### src/hw/rtl/dkst_pkg.sv
// Package for the dense key set table: sizes, request kinds, result codes
// and controller states. No dependencies; every other file imports it.
package dkst_pkg;

	localparam int DEPTH  = 64;
	localparam int IDX_W  = $clog2(DEPTH);
	localparam int CNT_W  = 7;
	localparam int KEY_W  = 32;
	localparam int KIND_W = 2;
	localparam int STAT_W = 3;

	typedef enum logic [KIND_W-1:0] {
		KIND_INSERT = 2'd0,
		KIND_REMOVE = 2'd1,
		KIND_LOOKUP = 2'd2,
		KIND_UNUSED = 2'd3
	} kind_t;

	typedef enum logic [STAT_W-1:0] {
		STAT_INSERTED = 3'd0,
		STAT_PRESENT  = 3'd1,
		STAT_FULL     = 3'd2,
		STAT_REMOVED  = 3'd3,
		STAT_NOTFOUND = 3'd4,
		STAT_FOUND    = 3'd5
	} status_t;

	typedef enum logic [2:0] {
		ST_IDLE,
		ST_SCAN,
		ST_MOVE_RD,
		ST_MOVE_WR,
		ST_DONE
	} state_t;

endpackage

### src/hw/rtl/dkst_if.sv
// Valid/ready channel interfaces for requests and results of the key set table.
// Depends on dkst_pkg for the field widths.
interface dkst_req_if;
	import dkst_pkg::*;
	logic              valid;
	logic              ready;
	logic [KIND_W-1:0] kind;
	logic [KEY_W-1:0]  key;
	modport source (output valid, kind, key, input ready);
	modport sink   (input valid, kind, key, output ready);
endinterface

interface dkst_rsp_if;
	import dkst_pkg::*;
	logic              valid;
	logic              ready;
	logic [STAT_W-1:0] status;
	logic [CNT_W-1:0]  occupancy;
	modport source (output valid, status, occupancy, input ready);
	modport sink   (input valid, status, occupancy, output ready);
endinterface

### src/hw/rtl/dense_key_set_table.sv
// Dense key set table: top level. Uses dkst_pkg and the channels in dkst_if.sv.
// Key zero and kind 3 go straight to ST_DONE; a lookup or insert first scans the count
// held entries (at most 64) at one slot read per cycle, and a remove that hits then
// moves the last entry into the hole through ST_MOVE_RD and ST_MOVE_WR.
// One request at a time; a result word not yet taken holds the next one in ST_DONE.
// Reset clears control, the count and the limit (to 64); slots are never cleared.
module dense_key_set_table (
	input  logic                      clk,
	input  logic                      arst_n,
	dkst_req_if.sink                  req,
	dkst_rsp_if.source                rsp,
	input  logic                      psel,
	input  logic                      penable,
	input  logic                      pwrite,
	input  logic [2:0]                paddr,
	input  logic [31:0]               pwdata,
	output logic [31:0]               prdata,
	output logic                      pready
);
	import dkst_pkg::*;

	// Register 0 (table_limit) is the only register; paddr[2] set is beyond it.
	localparam logic REG_LIMIT = 1'b0;

	// Controller state and the request being worked on.
	state_t               state_q, state_d;
	kind_t                kind_q;
	logic [KEY_W-1:0]     key_q;
	status_t              stat_q, stat_d;
	logic                 stat_set;

	// Table bookkeeping.
	logic [CNT_W-1:0]     count_q;
	logic [CNT_W-1:0]     limit_q;
	logic [CNT_W-1:0]     eff_lim;
	logic                 room;
	logic [IDX_W-1:0]     last_idx;

	// Scan pointer and the read pipeline of the slot memory.
	logic [CNT_W-1:0]     scan_q;
	logic [IDX_W-1:0]     hit_idx_q;
	logic                 rd_vld_s1;
	logic [IDX_W-1:0]     rd_idx_s1;
	logic [KEY_W-1:0]     rdata_s1;

	// Slot memory: one write port, one read port, registered read data.
	logic [KEY_W-1:0]     slots [DEPTH];
	logic                 mem_we, mem_re;
	logic [IDX_W-1:0]     mem_waddr, mem_raddr;
	logic [KEY_W-1:0]     mem_wdata;

	// Output register that holds a finished result word until it is taken.
	logic                 out_vld_q;
	status_t              out_stat_q;
	logic [CNT_W-1:0]     out_occ_q;

	logic                 req_fire;
	logic                 needs_scan;
	logic                 issue, hit, miss, decide;
	logic                 do_insert, do_remove;
	logic                 out_load;
	logic                 cfg_write;
	kind_t                req_kind;

	// ------------------------------------------------------------------
	// Configuration port. The limit only changes while the table is empty;
	// a write at any other time is dropped, as is any write beyond register 0.
	// ------------------------------------------------------------------
	assign pready    = 1'b1;
	assign cfg_write = psel && penable && pwrite && pready && (paddr[2] == REG_LIMIT);
	assign prdata    = (paddr[2] == REG_LIMIT) ? {{(32-CNT_W){1'b0}}, limit_q} : 32'd0;

	always_ff @(posedge clk or negedge arst_n) begin
		if (!arst_n) begin
			limit_q <= CNT_W'(DEPTH);
		end else if (cfg_write && (count_q == '0)) begin
			limit_q <= pwdata[CNT_W-1:0];
		end
	end

	// A limit of zero acts as one slot, anything above the depth as the depth.
	always_comb begin
		if (limit_q == '0) begin
			eff_lim = CNT_W'(1);
		end else if (limit_q > CNT_W'(DEPTH)) begin
			eff_lim = CNT_W'(DEPTH);
		end else begin
			eff_lim = limit_q;
		end
	end

	assign room     = (count_q < eff_lim);
	assign last_idx = IDX_W'(count_q - CNT_W'(1));

	// ------------------------------------------------------------------
	// Handshakes. A new request is taken whenever the controller is idle,
	// even while the previous result still sits in the output register.
	// ------------------------------------------------------------------
	assign req.ready     = (state_q == ST_IDLE);
	assign req_fire      = req.valid && req.ready;
	assign req_kind      = kind_t'(req.kind);
	assign needs_scan    = (req.key != '0) && (req_kind != KIND_UNUSED);
	assign rsp.valid     = out_vld_q;
	assign rsp.status    = out_stat_q;
	assign rsp.occupancy = out_occ_q;

	// ------------------------------------------------------------------
	// Control outputs. The scan issues one slot read per cycle and compares
	// the registered word that comes back in the next cycle against the key. It ends on the
	// first match, or once every held slot has been read and compared.
	// ------------------------------------------------------------------
	always_comb begin
		issue     = (state_q == ST_SCAN) && (scan_q < count_q);
		hit       = (state_q == ST_SCAN) && rd_vld_s1 && (rdata_s1 == key_q);
		miss      = (state_q == ST_SCAN) && !rd_vld_s1 && !issue;
		decide    = hit || miss;
		do_insert = miss && (kind_q == KIND_INSERT) && room;
		do_remove = (state_q == ST_MOVE_WR);
		out_load  = (state_q == ST_DONE) && (!out_vld_q || rsp.ready);

		mem_re    = issue || (state_q == ST_MOVE_RD);
		mem_raddr = (state_q == ST_MOVE_RD) ? last_idx : scan_q[IDX_W-1:0];

		// Insert fills the first empty slot; remove moves the last entry into
		// the hole. The old last slot is left as is: it is never read again
		// before an insert overwrites it.
		mem_we    = do_insert || do_remove;
		mem_waddr = do_remove ? hit_idx_q : count_q[IDX_W-1:0];
		mem_wdata = do_remove ? rdata_s1 : key_q;

		stat_set = 1'b0;
		stat_d   = STAT_NOTFOUND;
		if (req_fire) begin
			// Key zero and the unused kind are settled without touching memory.
			stat_set = 1'b1;
			case (req_kind)
				KIND_INSERT: stat_d = room ? STAT_PRESENT : STAT_FULL;
				KIND_LOOKUP: stat_d = room ? STAT_FOUND : STAT_NOTFOUND;
				default:     stat_d = STAT_NOTFOUND;
			endcase
		end else if (decide) begin
			stat_set = 1'b1;
			case (kind_q)
				KIND_INSERT: begin
					if (hit) begin
						stat_d = STAT_PRESENT;
					end else begin
						stat_d = room ? STAT_INSERTED : STAT_FULL;
					end
				end
				KIND_REMOVE: stat_d = hit ? STAT_REMOVED : STAT_NOTFOUND;
				KIND_LOOKUP: stat_d = hit ? STAT_FOUND : STAT_NOTFOUND;
				default:     stat_d = STAT_NOTFOUND;
			endcase
		end
	end

	// ------------------------------------------------------------------
	// Next state.
	// ------------------------------------------------------------------
	always_comb begin
		state_d = state_q;
		case (state_q)
			ST_IDLE: begin
				if (req_fire) begin
					state_d = needs_scan ? ST_SCAN : ST_DONE;
				end
			end
			ST_SCAN: begin
				if (hit && (kind_q == KIND_REMOVE)) begin
					state_d = ST_MOVE_RD;
				end else if (decide) begin
					state_d = ST_DONE;
				end
			end
			ST_MOVE_RD: state_d = ST_MOVE_WR;
			ST_MOVE_WR: state_d = ST_DONE;
			ST_DONE: begin
				if (out_load) begin
					state_d = ST_IDLE;
				end
			end
			default: state_d = ST_IDLE;
		endcase
	end

	// ------------------------------------------------------------------
	// Control registers.
	// ------------------------------------------------------------------
	always_ff @(posedge clk or negedge arst_n) begin
		if (!arst_n) begin
			state_q   <= ST_IDLE;
			count_q   <= '0;
			scan_q    <= '0;
			rd_vld_s1 <= 1'b0;
			out_vld_q <= 1'b0;
		end else begin
			state_q   <= state_d;
			rd_vld_s1 <= issue;
			if (req_fire) begin
				scan_q <= '0;
			end else if (issue) begin
				scan_q <= scan_q + CNT_W'(1);
			end
			if (do_insert) begin
				count_q <= count_q + CNT_W'(1);
			end else if (do_remove) begin
				count_q <= count_q - CNT_W'(1);
			end
			if (out_load) begin
				out_vld_q <= 1'b1;
			end else if (rsp.ready) begin
				out_vld_q <= 1'b0;
			end
		end
	end

	// Payload registers.
	always_ff @(posedge clk) begin
		if (req_fire) begin
			kind_q <= req_kind;
			key_q  <= req.key;
		end
		if (stat_set) begin
			stat_q <= stat_d;
		end
		if (hit) begin
			hit_idx_q <= rd_idx_s1;
		end
		rd_idx_s1 <= scan_q[IDX_W-1:0];
		if (out_load) begin
			out_stat_q <= stat_q;
			out_occ_q  <= count_q;
		end
	end

	// Slot memory.
	always_ff @(posedge clk) begin
		if (mem_we) begin
			slots[mem_waddr] <= mem_wdata;
		end
		if (mem_re) begin
			rdata_s1 <= slots[mem_raddr];
		end
	end

`ifndef SYNTH
	// The count never passes the effective limit, since the limit only moves
	// while the table is empty.
	a_count_le_limit: assert property (@(posedge clk) disable iff (!arst_n)
		count_q <= eff_lim)
		else $error("entry count above the effective limit");

	// The count moves by at most one entry per cycle.
	a_count_step: assert property (@(posedge clk) disable iff (!arst_n)
		(count_q != $past(count_q)) |->
		((count_q == $past(count_q) + CNT_W'(1)) || (count_q == $past(count_q) - CNT_W'(1))))
		else $error("entry count jumped");

	// A remove only moves an entry when one is held and the hit lies at or below the last one.
	a_move_in_range: assert property (@(posedge clk) disable iff (!arst_n)
		(state_q == ST_MOVE_RD) |-> ((count_q != '0) && (hit_idx_q <= last_idx)))
		else $error("remove move outside the held entries");

	// An accepted request always leaves the idle state.
	a_busy_after_accept: assert property (@(posedge clk) disable iff (!arst_n)
		req_fire |=> (state_q != ST_IDLE))
		else $error("request accepted but controller stayed idle");
`endif

endmodule

### src/flat_wrapper.sv
// flat-port wrapper written by rule: the top's interface ports become plain ports
module dense_key_set_table_flat import dkst_pkg::*;
  (clk, arst_n, psel, penable, pwrite, paddr, pwdata, prdata, pready, req_valid, req_kind, req_key, req_ready, rsp_valid, rsp_status, rsp_occupancy, rsp_ready);
  dkst_req_if req_i ();
  dkst_rsp_if rsp_i ();
  input  logic clk;
  input  logic arst_n;
  input  logic psel;
  input  logic penable;
  input  logic pwrite;
  input  logic [2:0] paddr;
  input  logic [31:0] pwdata;
  output logic [31:0] prdata;
  output logic pready;
  input wire logic [$bits(req_i.valid)-1:0] req_valid;
  input wire logic [$bits(req_i.kind)-1:0] req_kind;
  input wire logic [$bits(req_i.key)-1:0] req_key;
  output wire logic [$bits(req_i.ready)-1:0] req_ready;
  output wire logic [$bits(rsp_i.valid)-1:0] rsp_valid;
  output wire logic [$bits(rsp_i.status)-1:0] rsp_status;
  output wire logic [$bits(rsp_i.occupancy)-1:0] rsp_occupancy;
  input wire logic [$bits(rsp_i.ready)-1:0] rsp_ready;
  assign req_i.valid = req_valid;
  assign req_i.kind = req_kind;
  assign req_i.key = req_key;
  assign req_ready = req_i.ready;
  assign rsp_valid = rsp_i.valid;
  assign rsp_status = rsp_i.status;
  assign rsp_occupancy = rsp_i.occupancy;
  assign rsp_i.ready = rsp_ready;
  dense_key_set_table u_core (.clk(clk), .arst_n(arst_n), .req(req_i), .rsp(rsp_i), .psel(psel), .penable(penable), .pwrite(pwrite), .paddr(paddr), .pwdata(pwdata), .prdata(prdata), .pready(pready));
endmodule
### config.mk
export PLATFORM = sky130hd
export DESIGN_NAME = dense_key_set_table_flat
export DESIGN_NICKNAME = d
export VERILOG_FILES = /design/src/hw/rtl/dkst_pkg.sv /design/src/hw/rtl/dkst_if.sv /design/src/hw/rtl/dense_key_set_table.sv /design/src/flat_wrapper.sv
export SDC_FILE = /design/constraint.sdc
export NUM_CORES = 2
export LEC_CHECK = 0
export ABC_AREA = 0
export BUFFER_PORTS_ARGS = -buffer_cell sky130_fd_sc_hd__buf_2
export CORE_MARGIN = 2
export CORE_UTILIZATION = 50
export CTS_CLUSTER_SIZE = 30
export DETAILED_ROUTE_END_ITERATION = 8
export GPL_ROUTABILITY_DRIVEN = 0
export PLACE_DENSITY = 0.65
export SLEW_MARGIN = 20
export SYNTH_ARGS = -nofsm -noshare
export SYNTH_HDL_FRONTEND = slang
export SYNTH_SLANG_ARGS = --single-unit
### constraint.sdc
create_clock -name clk -period 4.55 [get_ports clk]
set_input_delay 0.455 -clock clk [delete_from_list [all_inputs] [get_ports clk]]
set_output_delay 0.455 -clock clk [all_outputs]
set_load 0.02 [all_outputs]
Word level (Yosys, flattened, before mapping)
Memory sizes are Yosys's and may differ from the RTL's. A register that Yosys moved wholly into a read port is not among the register bits.
Index checks and enable logic that the tools add are counted.
Operators by class
  add/subtract/negate cells: 3
  magnitude comparators: 3
  equal/unequal tests: 12
  mux-type cells: 32
  bitwise operators: 1
  reductions and logical operators: 32
Operators by type and width (number)
  two-way mux 7 bit: 7
  equality test 32 bit: 1
  two-way mux 32 bit: 1
  nonzero test 32 bit: 1
  two-way mux 3 bit: 9
  logical AND 1 bit: 15
  case mux 3 bit (5 select lines): 1
  adder 7 x 1 -> 7 bit (second input constant): 2
  logical NOT 7 bit: 2
  less-than comparator 7 bit: 2
  two-way mux 6 bit: 2
  case mux 3 bit (3 select lines): 1
  two-way mux 1 bit: 8
  > comparator 7 bit (second input constant): 1
  subtractor 7 x 1 -> 7 bit (second input constant): 1
  equality test 3 x 2 -> 1 bit (second input constant): 2
  case mux 3 bit (2 select lines): 1
  nonzero test 2 bit: 3
  equality test 2 bit (second input constant): 2
  logical NOT 2 bit: 2
  logical OR 1 bit: 4
  two-way mux 2 bit: 2
  inequality test 2 bit (second input constant): 2
  equality test 3 x 1 -> 1 bit (second input constant): 1
  8 further kinds: 10
Storage, ports and cells
  register bits after elaboration: 85
  RAM bits: 2048
  input bits: 76
  output and inout bits: 45
  memories: 1
Memories
  u_core.slots: depth 64, bits a word 32, rd ports 1, clocked after Yosys merged registers in 1, wr ports 1, RTL line dense_key_set_table.sv:47  | logic [KEY_W-1:0] slots [DEPTH];

Depth between registers and ports, before layout
  depth after elaboration: 9
  depth in mapped cells: 13

Least setup slack after synthesis
OpenSTA, ideal clock, no wires.
  path kind: register to register
  start point: register u_core.limit_q[6]
  end point: memory u_core.slots[15][0], enable pin
  library setup time: 0.421 ns
  data arrival time: 3.979 ns
  required time: 4.129 ns
  slack: 0.150 ns
  cell stages (with the launch flop): 11
  path buffers: 1
  period minus slack after synthesis: 4.400 ns
  path through: dfstp_2 > inv_1 > nand2_1 > ha_1 > a21o_1 > a211o_1 > o41ai_2 > nor4b_2 > buf_4 > a31oi_2 > nor2_1
Between the ends
  word-level cells in the longest chain between the ends: 8
  elaborated cells on any way between the ends: 9
  those cells by class: 2 x order compare; 4 x mux; 3 x reduce/logical
Ends and longest elaborated chain
  start, declared: RTL line dense_key_set_table.sv:34  | logic [CNT_W-1:0] limit_q;
  start signal, assigned: RTL line dense_key_set_table.sv:75  | limit_q <= CNT_W'(DEPTH);
  start signal, assigned: RTL line dense_key_set_table.sv:77  | limit_q <= pwdata[CNT_W-1:0];
  > comparator 7 bit: RTL line dense_key_set_table.sv:85  | end else if (limit_q > CNT_W'(DEPTH)) begin
  two-way mux 7 bit: RTL line dense_key_set_table.sv:85
  two-way mux 7 bit (*): RTL line dense_key_set_table.sv:83  | if (limit_q == '0) begin
  less-than comparator 7 bit (*): RTL line dense_key_set_table.sv:92  | assign room = (count_q < eff_lim);
  logical AND 1 bit (*): RTL line dense_key_set_table.sv:117  | do_insert = miss && (kind_q == KIND_INSERT) && room;
  logical OR 1 bit (*): RTL line dense_key_set_table.sv:127  | mem_we = do_insert || do_remove;
  two-way mux 1 bit (*): RTL line dense_key_set_table.sv:239  | if (mem_we) begin
  two-way mux 1 bit (not written as such) (*): RTL line dense_key_set_table.sv:240  | slots[mem_waddr] <= mem_wdata;
  end, declared: RTL line dense_key_set_table.sv:47
Every way passes the cells marked *; elsewhere a longest branch is shown, timed or not.

Worst setup path in the final report
  start point: register u_core.count_q[0]
  end point: register u_core.rdata_s1[15] (read register of u_core.slots) (data pin)
Between the ends
  word-level cells in the longest chain between the ends: 3
  elaborated cells on any way between the ends: 5
  those cells by class: 1 x add/sub; 1 x order compare; 1 x mux; 2 x reduce/logical
Ends and longest elaborated chain
  start, declared: RTL line dense_key_set_table.sv:33  | logic [CNT_W-1:0] count_q;
  start signal, assigned: RTL line dense_key_set_table.sv:206  | count_q <= count_q + CNT_W'(1);
  start signal, assigned: RTL line dense_key_set_table.sv:208  | count_q <= count_q - CNT_W'(1);
  less-than comparator 7 bit: RTL line dense_key_set_table.sv:113  | issue = (state_q == ST_SCAN) && (scan_q < count_q);
  logical AND 1 bit: RTL line dense_key_set_table.sv:113
  logical OR 1 bit: RTL line dense_key_set_table.sv:121  | mem_re = issue || (state_q == ST_MOVE_RD);
  end, declared: RTL line dense_key_set_table.sv:44  | logic [KEY_W-1:0] rdata_s1;
Parallel ways exist; a longest one is shown, timed or not.
A chain may end at the register's enable or synchronous reset.

==> results.json <==
{
  "grt_pass1_wl_um": 345900,
  "timing.final.ws_setup_ns": 0.3555,
  "path_clk_slew_ns": 0.06,
  "top_level_ports": 121,
  "clockRootBuffer": "clkbuf_16",
  "yosys-top-cells-area": "edfxtp_1 (75%), nand2_1 (7.3%), a21oi_1 (3.1%), nand3_1 (2.3%), a221oi_1 (2.0%)",
  "clk_latency_ns": 0.88,
  "grt_max_degree": 129,
  "slew_violations": 0,
  "critPathRequiredTime_ns": 5.25,
  "setup_tns_ns": 0,
  "synth-seq-area-share_pct": 76.02,
  "finalWirelength_um": 240800,
  "grtUsageTotal_pct": 27.38,
  "final_cells": 8807,
  "pre_cts_ws_ns": 0.5149,
  "n_fill_cell": 12820,
  "synth-async-reset-ratio_pct": 1.201,
  "coreArea_um2": 169500,
  "final_util_pct": 57.59,
  "nets": 6510,
  "hold_violations": 0,
  "power.density_nw_per_um2": 527.9,
  "synth.most_common_cell": "edfxtp_1",
  "p_leak_nw": 31.69,
  "route.vias.total": 54180,
  "yosysWarnings": 0,
  "synthesis.area_um2": 85270,
  "period_share_pct": 92.19,
  "fp.dieH_um": 417.0,
  "worst-slew-pin-transition_ns": 1.211,
  "synthFlopType": "edfxtp_1",
  "antennaDiodeCount": 0,
  "seq_area_um2": 64820,
  "drt-initial-drc-count": 7407,
  "drc": 0,
  "syn_area_per_cell_um2": 13.79,
  "synth_top_area_share_pct": 75.12,
  "setup.worst_path.class": "register to register",
  "firstDrtPassIters": 6,
  "ys_types": 69,
  "routedWlPerCell_um": 27.34,
  "cts_tree": "yes",
  "cts_sinks": 2165,
  "start_util_pct": 50.31,
  "post_cts_buffers": 0,
  "vdd_drop_max_mv": 0.4844,
  "cts_made_buffers": 207,
  "fp.dieW_um": 417.0,
  "die_area_um2": 173900,
  "clock.fmax_ghz": 0.2384,
  "path_max_fanout": 22,
  "multi_input_area_um2": 19030,
  "antenna_found_initial": 4,
  "start_kind": "register",
  "ys_ff_latch": 2165,
  "syn_to_final_growth_pct": 14.46,
  "slew-limit-headroom_pct": 18.51,
  "grt_overflow": 0,
  "rsz0062_at_grt": "false",
  "hpwl_um": 140600,
  "h-tree-depth": 4,
  "max-cap-violations": 0,
  "min_period_ns": 4.194,
  "status": "finished, final reports clean",
  "yosysTopAreaCell": "edfxtp_1",
  "grt_pass1_vias": 51080,
  "critPathCaptureType": "register",
  "setup_viol": 0,
  "hold_path_class": "input port to async pin",
  "synth_edf_count": 2133,
  "synthCells": 6185,
  "clk_path_buf_depth": 3,
  "via_per_inst": 6.152,
  "arrival_ns": 4.90,
  "postRouteAntennaNets": 0,
  "placed_cells_incl_taps": 8382,
  "io_buffer_count": 67,
  "finalPower_w": 0.05153,
  "fin_skew_ns": 0.04149,
  "fp-row-count": 151,
  "drive_gt1_share_pct": 12.63,
  "yosys-top-cells-count": "edfxtp_1 (2133), nand2_1 (1662), a21oi_1 (520), nand3_1 (388), buf_2 (237)"
}
-- cells in the final DEF (no fill, tap or decap), types with 29 or more instances in the layout --
| cell | synthesis | final |
|---|---|---|
| nand3_1 | 388 | 388 |
| a22o_1 | 31 | 31 |
| buf_12 | 0 | 99 |
| buf_4 | 43 | 227 |
| a211oi_2 | 31 | 31 |
| clkbuf_16 | 0 | 207 |
| nor3_1 | 43 | 43 |
| clkbuf_1 | 139 | 64 |
| mux2i_1 | 34 | 33 |
| clkinv_1 | 3 | 51 |
| nand2_1 | 1662 | 1628 |
| xor2_1 | 32 | 32 |
| nand2_2 | 0 | 33 |
| a211oi_1 | 65 | 65 |
| nand4_1 | 104 | 104 |
| a32oi_1 | 33 | 33 |
| edfxtp_1 | 2133 | 2133 |
| and3_1 | 33 | 33 |
| buf_2 | 237 | 67 |
| clkinv_2 | 0 | 29 |
| nor2_4 | 0 | 64 |
| nor4_1 | 47 | 45 |
| dlygate4sd3_1 | 0 | 45 |
| a221oi_1 | 191 | 191 |
| a31oi_1 | 135 | 132 |
| a21oi_1 | 520 | 520 |
-- repair_timing --
item                      CTS  global route
resized for setup           0             0
hold endpoints to repair   72             0
hold buffers               45             0
-- sequential cells by signal, summed over array words and instances, names as in the netlist --
signal	flops
u_core.rsp.status	3
u_core.rsp.valid	1
u_core.rd_idx_s1	6
u_core.hit_idx_q	6
u_core.count_q	7
u_core.limit_q	7
u_core.scan_q	7
u_core.rdata_s1	32
u_core.slots	2048
u_core.key_q	32
u_core.stat_q	3
u_core.rd_vld_s1	1
u_core.state_q	3
u_core.rsp.occupancy	7
u_core.kind_q	2
-- critical path, cell delays in order (launching register included) --
cell	delay, ns
dfrtp_1	0.60
inv_1	0.19
ha_1	0.27
xnor2_1	0.36
nor2_1	0.14
a32o_4	0.49
buf_12	0.27
buf_12	0.20
nand3_1	0.09
nand4_1	0.46
a22o_1	0.55
a211oi_2	0.28
-- area by class of cell --
| type | instances | share of cell area (%) |
|---|---|---|
| repair buffers | 438 | 4.582 |
| inverters | 16 | 0.06153 |
| multi-input cells | 3590 | 19.50 |
| flip-flops and latches | 2165 | 66.42 |
| clock inverters | 106 | 1.004 |
| clock buffers | 274 | 5.596 |
| well taps | 2218 | 2.843 |
-- logic make-up (layout without fill, tap and decap cells) --
logic type,after synthesis,count (layout),synth area share [%]
flops,2165,2165,76.02
other cells,2,26,0.008807
buf+inv,454,834,2.606
simple gates,2405,2405,11.96
xor+xnor,46,46,0.4725
mux,42,42,0.5048
fa+ha+maj,16,16,0.2348
compound gates,1055,1055,8.195
-- routing by layer --
metal | wire (um) | vias to the layer above | track usage (%)
li1 | - | 23650 | -
met1 | 96710 | 27260 | 38.87
met2 | 107700 | 2893 | 41.14
met3 | 26320 | 383 | 6.222
met4 | 10010 | 0 | 11.10
met5 | 0 | - | 0
-- final timing paths --
path	from	to	slack, ns	cells past startpoint
setup / recovery	u_core.count_q[0]$_DFFE_PN0P_	u_core.rdata_s1[15]$_DFFE_PP_	0.36	11
hold / removal	arst_n	u_core.limit_q[2]$_DFFE_PN0P_	0.13	2
setup reg to reg	u_core.count_q[0]$_DFFE_PN0P_	u_core.rdata_s1[15]$_DFFE_PP_	0.36	11
hold reg to reg	u_core.rd_idx_s1[0]$_DFF_P_	u_core.hit_idx_q[0]$_DFFE_PP_	0.40	0
max in group asynchronous	arst_n	u_core.scan_q[1]$_DFFE_PN0P_	4.01	2
min in group clk	paddr[2]	u_core.limit_q[6]$_DFFE_PN1P_	0.28	3
-- where the power goes --
group | switching, W | internal [W] | total, W
clock | 0.00738 | 0.00900 | 0.0164
combinational | 0.00814 | 0.00347 | 0.0116
sequential | 0.000345 | 0.0232 | 0.0235
-- metrics by stage --
stage,area (um^2),hold slack (ns)
final,97600,0.1300
after global routing,97600,0.1445
after CTS,97600,0.09616
after detailed placement,90710,0.3887
after global placement,90710,0.3855
after floorplan,85360,0.1594
(Power assumes the default switching activity.)
